===== config.mk =====
export PLATFORM = sky130hd
export DESIGN_NAME = jetp_cfg
export DESIGN_NICKNAME = d
export VERILOG_FILES = /design/src/sv/jetp_pkg.sv /design/src/sv/jetp_cfg.sv
export SDC_FILE = /design/constraint.sdc
export NUM_CORES = 1
export LEC_CHECK = 0
export BUFFER_PORTS_ARGS = -buffer_cell sky130_fd_sc_hd__buf_4
export CORE_MARGIN = 1.5
export CORE_UTILIZATION = 45
export CTS_BUF_LIST = sky130_fd_sc_hd__clkbuf_4
export DETAILED_ROUTE_END_ITERATION = 10
export GPL_ROUTABILITY_DRIVEN = 0
export PLACE_DENSITY_LB_ADDON = 0.08
export SKIP_LAST_GASP = 1
export SYNTH_ARGS = -nofsm -noshare
export SYNTH_HDL_FRONTEND = slang
export SYNTH_SLANG_ARGS = --single-unit

===== constraint.sdc =====
create_clock -name i_clk -period 1.3 [get_ports i_clk]
set_input_delay 0.065 -clock i_clk [delete_from_list [all_inputs] [get_ports i_clk]]
set_output_delay 0.065 -clock i_clk [all_outputs]
set_load 0.1 [all_outputs]

===== src/sv/jetp_pkg.sv =====
// Package for the Julia escape-time pixel engine.
// Shared constants, config register codes, gradient codes and types.
// No dependencies.
`default_nettype none
package jetp_pkg;

    localparam int FRACTION_BITS_DEF = 28;
    localparam int MAX_POWER_DEF     = 8;

    localparam int ZW = 64;   // internal fixed point word
    localparam logic [ZW-1:0] SAT_MAX = 64'h7FFF_FFFF_FFFF_FFFF;

    // config register indexes
    localparam logic [2:0] CFG_C_REAL    = 3'd0;
    localparam logic [2:0] CFG_C_IMAG    = 3'd1;
    localparam logic [2:0] CFG_ITER_LIM  = 3'd2;
    localparam logic [2:0] CFG_POWER     = 3'd3;
    localparam logic [2:0] CFG_GRADIENT  = 3'd4;

    // gradient modes; everything else is grayscale
    localparam logic [3:0] GRAD_WARM     = 4'd1;
    localparam logic [3:0] GRAD_COOL     = 4'd2;
    localparam logic [3:0] GRAD_GREEN    = 4'd3;
    localparam logic [3:0] GRAD_CUBE_R   = 4'd4;
    localparam logic [3:0] GRAD_CUBE_B   = 4'd5;
    localparam logic [3:0] GRAD_OFFS_R   = 4'd7;
    localparam logic [3:0] GRAD_OFFS_B   = 4'd8;
    localparam logic [3:0] GRAD_RAW      = 4'd9;
    localparam logic [3:0] GRAD_RAW_SWAP = 4'd10;

    typedef struct packed {
        logic signed [31:0] c_real;
        logic signed [31:0] c_imag;
        logic [15:0]        iteration_limit;
        logic [3:0]         power;
        logic [3:0]         gradient_mode;
    } t_cfg;

    typedef enum logic [3:0] {
        ST_IDLE,
        ST_LIMIT,
        ST_PX,
        ST_PX_W,
        ST_PY,
        ST_PY_W,
        ST_SUM,
        ST_CMP,
        ST_T,
        ST_T_W,
        ST_ZY1,
        ST_ZY2,
        ST_ZX1,
        ST_ZX2
    } t_state;

endpackage
`default_nettype wire


===== src/sv/jetp_cfg.sv =====
// Configuration register file for the Julia escape-time pixel engine.
// Depends on jetp_pkg (t_cfg, register index codes).
`default_nettype none
module jetp_cfg (
    input  wire logic                i_clk,
    input  wire logic                i_rst_n,
    input  wire logic                i_cfg_valid,
    output      logic                o_cfg_ready,
    input  wire logic [2:0]          i_cfg_index,
    input  wire logic [31:0]         i_cfg_data,
    output      jetp_pkg::t_cfg      o_cfg
);

    jetp_pkg::t_cfg r_cfg;

    assign o_cfg_ready = 1'b1;
    assign o_cfg       = r_cfg;

    always_ff @(posedge i_clk) begin
        if (!i_rst_n) begin
            r_cfg.c_real          <= -32'sd214748365;
            r_cfg.c_imag          <= 32'sd41875931;
            r_cfg.iteration_limit <= 16'd64;
            r_cfg.power           <= 4'd2;
            r_cfg.gradient_mode   <= 4'd1;
        end else if (i_cfg_valid) begin
            unique case (i_cfg_index)
                jetp_pkg::CFG_C_REAL:   r_cfg.c_real          <= i_cfg_data;
                jetp_pkg::CFG_C_IMAG:   r_cfg.c_imag          <= i_cfg_data;
                jetp_pkg::CFG_ITER_LIM: r_cfg.iteration_limit <= i_cfg_data[15:0];
                jetp_pkg::CFG_POWER:    r_cfg.power           <= i_cfg_data[3:0];
                jetp_pkg::CFG_GRADIENT: r_cfg.gradient_mode   <= i_cfg_data[3:0];
                default: ;  // unmapped index, word dropped
            endcase
        end
    end

endmodule
`default_nettype wire


==> flow_metrics.py, run 1 <==
metrics = {
    "worst_hold_path": {
        "hold_start": "i_cfg_index[0]",
        "hold_path_class": "input pin to flip-flop",
        "worstHoldEndpoint": "o_cfg[21]",
        "worstHoldPathCells": 4,
    },
    "sta": {
        "hold_viol_final": 0,
        "min_period_over_period_pct": 90.5,
        "rsz0062_at_grt": "no",
        "fin_worst_skew_ns": 0,
        "whs_ns": 0.130,
        "max_freq_mhz": 850,
        "finalCriticalPeriod_ns": 1.18,
        "report.final.slew_viol_count": 0,
        "finalSetupTns_ns": 0,
        "finalSetupViolCount": 0,
    },
    "synth": {
        "synthCells": 356,
        "netlist_top_cells_area": "dfxtp_1 49%, mux2i_1 25%, nor2b_1 12%, nand2_1 8.0%, clkbuf_1 1.6%",
        "synth_top_area_cell": "dfxtp_1",
        "synth_compound_area_share_pct": 0,
        "synthMuxAreaShare_pct": 24.6,
        "synth_top_cell_area_share_pct": 49.2,
        "netlist_area_um2": 3580,
        "synth_top_family_by_area": "multiplexers",
        "synth_edf_count": 0,
        "syn-num-nets": 394,
        "async_flop_share_pct": 0,
        "synthSimpleGateAreaFrac_pct": 22.0,
        "ys_warn_count": 0,
        "synth_xor_area_share_pct": 0,
        "avgSynthCellArea_um2": 10.1,
        "ys_seq_area_share_pct": 49.2,
        "synth_seq_cells": 88,
        "yosys_most_used_dff": "dfxtp_1",
        "synth.distinct_cells": 15,
        "yosys-top-cells-count": "88 x dfxtp_1, 88 x mux2i_1, 76 x nand2_1, 67 x nor2b_1, 15 x clkbuf_1",
        "synthAdderAreaFrac_pct": 0,
    },
    "critical_path": {
        "slowest_delay_ns": 0.39,
        "rr_endpoint": "o_cfg[30]",
        "criticalPathCategory": "flip-flop to output port",
        "start_kind": "flip-flop",
        "critPathBufInv": 1,
        "critPathArrivalTime_ns": 1.11,
        "crit_required_ns": 1.24,
        "r2r_start": "o_cfg[30]",
        "reg2reg_depth": 2,
        "end_kind": "output port",
        "critPathMaxFanout": 2,
        "slowest_stage": "dfxtp_1",
        "crit_chain": "buf_4",
        "cp_top_family": "flip-flops",
        "path_depth": 1,
        "rrSetupSlack_ns": 0.65,
    },
    "clock_tree": {
        "numCtsBuffers": 9,
        "cts_sinks": 88,
        "cts_root_buf": "clkbuf_4",
        "htreeDepth": 3,
        "clockBufferDepth": 2,
        "clk_pin_slew_ns": 0.14,
        "cts_tree": "built",
        "clk_latency_ns": 0.41,
    },
    "run_status": {
        "status": "finished clean",
    },
    "detailed_routing": {
        "drc": 0,
        "viasPerCell": 4.66,
        "drt_first_pass_iters": 4,
        "wire_per_inst_um": 13.5,
        "detail-route-antenna-nets": 0,
        "via_count": 2856,
        "drt_iter0_drc": 55,
        "routed_wl_mm": 8.28,
    },
    "place": {
        "hpwl_mm": 5.47,
        "port_buffers": 125,
    },
    "grt": {
        "grt_pass1_vias": 2821,
        "grt_max_degree": 62,
        "grt_util_all_layers_pct": 20.2,
        "antenna_found_initial": 0,
        "grt_first_pass_wirelength_mm": 13.6,
        "grt_remaining_overflow": 0,
    },
    "die": {
        "dieArea_um2": 8500,
        "die_h_um": 92.2,
        "core_area_um2": 7730,
        "start_util_pct": 46.3,
        "num_rows": 32,
        "io_pins": 127,
        "die_x_um": 92.2,
    },
    "job": {
        "max_cap_viol_count": 0,
    },
    "cells_and_area": {
        "layout-drive-gt1-share_pct": 29.4,
        "nets": 544,
        "antenna_cells": 0,
        "multi_input_area_um2": 1680,
        "largest_register_ffs": 88,
        "ff_latch_area_um2": 1760,
        "syn2layout_area_growth_pct": 42.4,
        "nFillCells": 653,
    },
    "power_and_ir_drop": {
        "leakage_nw": 2.23,
        "ir_drop_mv": 0.472,
        "pwr_density_cell_nw_per_um2": 1050,
    },
}
-- power breakdown --
group	leakage (nW)	internal, W	total, W	switching, W
logic	1.45	0.000344	0.00103	0.000682
registers	0.714	0.00276	0.00279	0.0000320
clock network	0.0618	0.000581	0.00153	0.000952
total	2.23	0.00368	0.00535	0.00167
-- logic make-up (layout without fill, tap and decap cells) --
family	count (synthesis)	in the layout
and+or+nand+nor	151	151
muxes	88	88
DFF	88	88
buffers and inverters	28	183
other	1	1
-- final cells by class --
class | count | area share, %
Timing Repair Buffer | 167 | 27.2
Tap cell | 102 | 2.50
Sequential cell | 88 | 34.6
Multi-Input combinational cell | 240 | 33.0
Clock buffer | 9 | 1.33
Clock inverter | 7 | 1.42
-- per-layer routing --
layer | track usage (%) | routed length, um
met5 | 0 | 0
met3 | 5.22 | 486
met4 | 7.69 | 96
met2 | 32.3 | 3710
met1 | 26.0 | 3980
-- cells in the final DEF, fill, tap and decap left out --
| master | count |
|---|---|
| dlygate4sd3_1 | 33 |
| and4bb_1 | 1 |
| dfxtp_1 | 88 |
| clkinv_1 | 1 |
| clkinvlp_4 | 4 |
| conb_1 | 1 |
| mux2i_1 | 88 |
| nor4b_2 | 1 |
| nand2_1 | 76 |
| clkbuf_4 | 9 |
| nand4bb_1 | 3 |
| bufinv_16 | 1 |
| nor4bb_1 | 1 |
| buf_4 | 130 |
| buf_12 | 4 |
| clkinv_4 | 1 |
| nor2b_1 | 67 |
| nand4b_1 | 1 |
| or4b_1 | 1 |
-- how the worst max path moves through the flow --
stage	startpoint	end	slack [ns]
global placement	i_cfg_index[0]	o_cfg[82]	0.06
floorplan	o_cfg[4]	o_cfg[4]	0.07
finish	o_cfg[30]	o_cfg[30]	0.12
CTS	o_cfg[30]	o_cfg[30]	0.1
detailed placement	i_cfg_index[0]	o_cfg[79]	0.05
global route	o_cfg[64]	o_cfg[64]	0.05
-- through the flow --
stage / power, W / setup slack, ns / cells / area [um^2] / utilization, %
floorplan: 0.00353 / 0.0686 / 356 / 3580 / -
finish: 0.00535 / 0.124 / 613 / 5090 / 65.9
global placement: 0.00379 / 0.0619 / 564 / 4620 / 59.8
CTS: 0.00540 / 0.0961 / 613 / 5090 / 65.9
global route: 0.00557 / 0.0522 / 613 / 5090 / 65.9
detailed placement: 0.00379 / 0.0525 / 564 / 4620 / 59.8
-- repair_timing --
action,CTS,global route
hold buffers,33,0
setup endpoints to repair,0,0
setup buffers,0,0
gates resized for setup,0,0
endpoints found under the hold margin,88,0
(Power assumes the default switching activity.)
==> run 2: changes to the inputs <==
--- a/config.mk
+++ b/config.mk
@@ -7,7 +7,7 @@
 export LEC_CHECK = 0
 export BUFFER_PORTS_ARGS = -buffer_cell sky130_fd_sc_hd__buf_4
 export CORE_MARGIN = 1.5
-export CORE_UTILIZATION = 45
+export CORE_UTILIZATION = 51
 export CTS_BUF_LIST = sky130_fd_sc_hd__clkbuf_4
 export DETAILED_ROUTE_END_ITERATION = 10
 export GPL_ROUTABILITY_DRIVEN = 0
==> run 2 against run 1 <==
  * Largest cell class unchanged
  * Combinational power barely moved
  * Flip-flop and latch count did not move
  * Hold slack got worse by 0.11 ns
  * Critical endpoint is now o_cfg[48]
==> flow_metrics.py, run 2 (synthesis results as in run 1) <==
metrics = {
    "detailed_routing": {
        "detail-route-antenna-nets": 0,
        "routed_wl_mm": 8.19,
        "drt_first_pass_iters": 4,
        "via_count": 2899,
        "drc": 0,
        "wire_per_inst_um": 13.5,
        "drt_iter0_drc": 87,
        "viasPerCell": 4.78,
    },
    "critical_path": {
        "r2r_start": "o_cfg[81]",
        "crit_required_ns": 1.64,
        "start_kind": "input pin",
        "end_kind": "flip-flop",
        "critPathMaxFanout": 21,
        "criticalPathCategory": "input pin to flip-flop",
        "crit_start": "i_rst_n",
        "critPathArrivalTime_ns": 1.58,
    },
    "power_and_ir_drop": {
        "ir_drop_mv": 0.573,
        "seqPwrFrac_pct": 51.0,
        "clkPwrFrac_pct": 30.2,
        "sw_frac_of_total_pct": 29.3,
        "p_comb_share_pct": 18.8,
        "power.total_w": 0.00547,
        "pwr_density_cell_nw_per_um2": 1070,
        "internal-power_w": 0.00387,
        "leakage_nw": 2.25,
        "power_switching_w": 0.00160,
    },
    "cells_and_area": {
        "mostFrequentLayoutCell": "buf_4",
        "multi_input_area_um2": 1680,
        "ff_latch_area_um2": 1760,
        "layout-drive-gt1-share_pct": 29.4,
        "fin_area_um2": 5110,
        "largest_register_ffs": 88,
        "syn2layout_area_growth_pct": 42.9,
        "nets": 545,
        "nFillCells": 501,
        "antenna_cells": 0,
        "layout_common_cells": "129 x buf_4, 88 x mux2i_1, 88 x dfxtp_1",
    },
    "die": {
        "io_pins": 127,
        "start_util_pct": 52.7,
        "die_x_um": 86.8,
        "dieArea_um2": 7530,
        "core_area_um2": 6790,
        "num_rows": 30,
        "die_h_um": 86.8,
    },
    "clock_tree": {
        "clockBufferDepth": 2,
        "clk_latency_ns": 0.39,
        "clk_pin_slew_ns": 0.13,
        "cts_sinks": 88,
        "htreeDepth": 3,
        "cts_tree": "built",
        "post-cts-setup-buffer-count": 0,
        "numCtsBuffers": 9,
        "cts_root_buf": "clkbuf_4",
    },
    "grt": {
        "grt_max_degree": 73,
        "grt_pass1_vias": 2836,
        "grt_util_all_layers_pct": 22.2,
        "grt_first_pass_wirelength_mm": 13.0,
        "antenna_found_initial": 0,
        "grt_remaining_overflow": 0,
    },
    "sta": {
        "rsz0062_at_grt": "no",
        "hold_viol_final": 0,
        "max_freq_mhz": 806,
        "report.final.slew_viol_count": 0,
        "finalSetupViolCount": 0,
        "min_period_over_period_pct": 95.4,
        "setup_slack_ns": 0.0593,
        "finalSetupTns_ns": 0,
        "fin_worst_skew_ns": 0,
        "finalCriticalPeriod_ns": 1.24,
    },
    "job": {
        "max_cap_viol_count": 0,
    },
    "worst_hold_path": {
        "hold_path_class": "input pin to flip-flop",
        "hold_start": "i_cfg_data[2]",
    },
    "place": {
        "port_buffers": 125,
        "hpwl_mm": 5.46,
        "place_ws_ns": 0.0627,
        "placed_cell_area_um2": 4620,
    },
    "run_status": {
        "status": "finished clean",
    },
}
run 2: routing by layer:
layer / part of all wire, % / up-vias / routed length [um] / global-route usage, %
li1: - / 1464 / - / -
met1: 44 / 1345 / 3600 / 26.5
met2: 49 / 78 / 4020 / 38.4
met3: 5.1 / 12 / 421 / 4.86
met4: 1.8 / 0 / 147 / 9.53
met5: 0 / - / 0 / 0
run 2: cell type report:
cell class / instances / area share [%]
flip-flops and latches: 88 / 34.5
multi-input cells: 240 / 32.8
repair buffers: 168 / 27.4
well taps: 96 / 2.35
clock inverters: 6 / 1.66
clock buffers: 9 / 1.32
run 2: metrics by stage:
| step | hold slack [ns] | std cells | util [%] |
|---|---|---|---|
| global placement | 0.327 | 558 | 68.0 |
| floorplan | 0.207 | 356 | - |
| finish | 0.0234 | 607 | 75.3 |
| detailed placement | 0.338 | 558 | 68.0 |
| CTS | 0.000350 | 607 | 75.2 |
| global route | 0.0382 | 607 | 75.3 |
run 2: power by group through the flow:
stage | sequential, W | combinational (W) | clock [W]
2_1_floorplan | 0.00328 | 0.000253 | 0
3_3_place_gp | 0.00285 | 0.000932 | 0
3_5_place_dp | 0.00285 | 0.000942 | 0
4_1_cts | 0.00279 | 0.00102 | 0.00170
5_1_grt | 0.00280 | 0.00108 | 0.00181
6_report | 0.00279 | 0.00103 | 0.00165
run 2: worst paths after layout:
path | end | slack, ns | cells after the start
max | o_cfg[48] | 0.06 | 5
min | o_cfg[10] | 0.02 | 3
max reg2reg | o_cfg[81] | 0.64 | 2
min reg2reg | o_cfg[78] | 0.46 | 2
run 2: repair_timing:
action,in CTS,in global routing
hold buffers,34,0
endpoints found under the setup margin,0,1
hold endpoints to repair,83,0
resized for setup,0,1
run 2: critical path, cell delays in order:
cell and delay (ns):
dlygate4sd3_1 0.54, buf_6 0.19, nand2_1 0.09, dlygate4sd3_1 0.56, mux2i_1 0.13
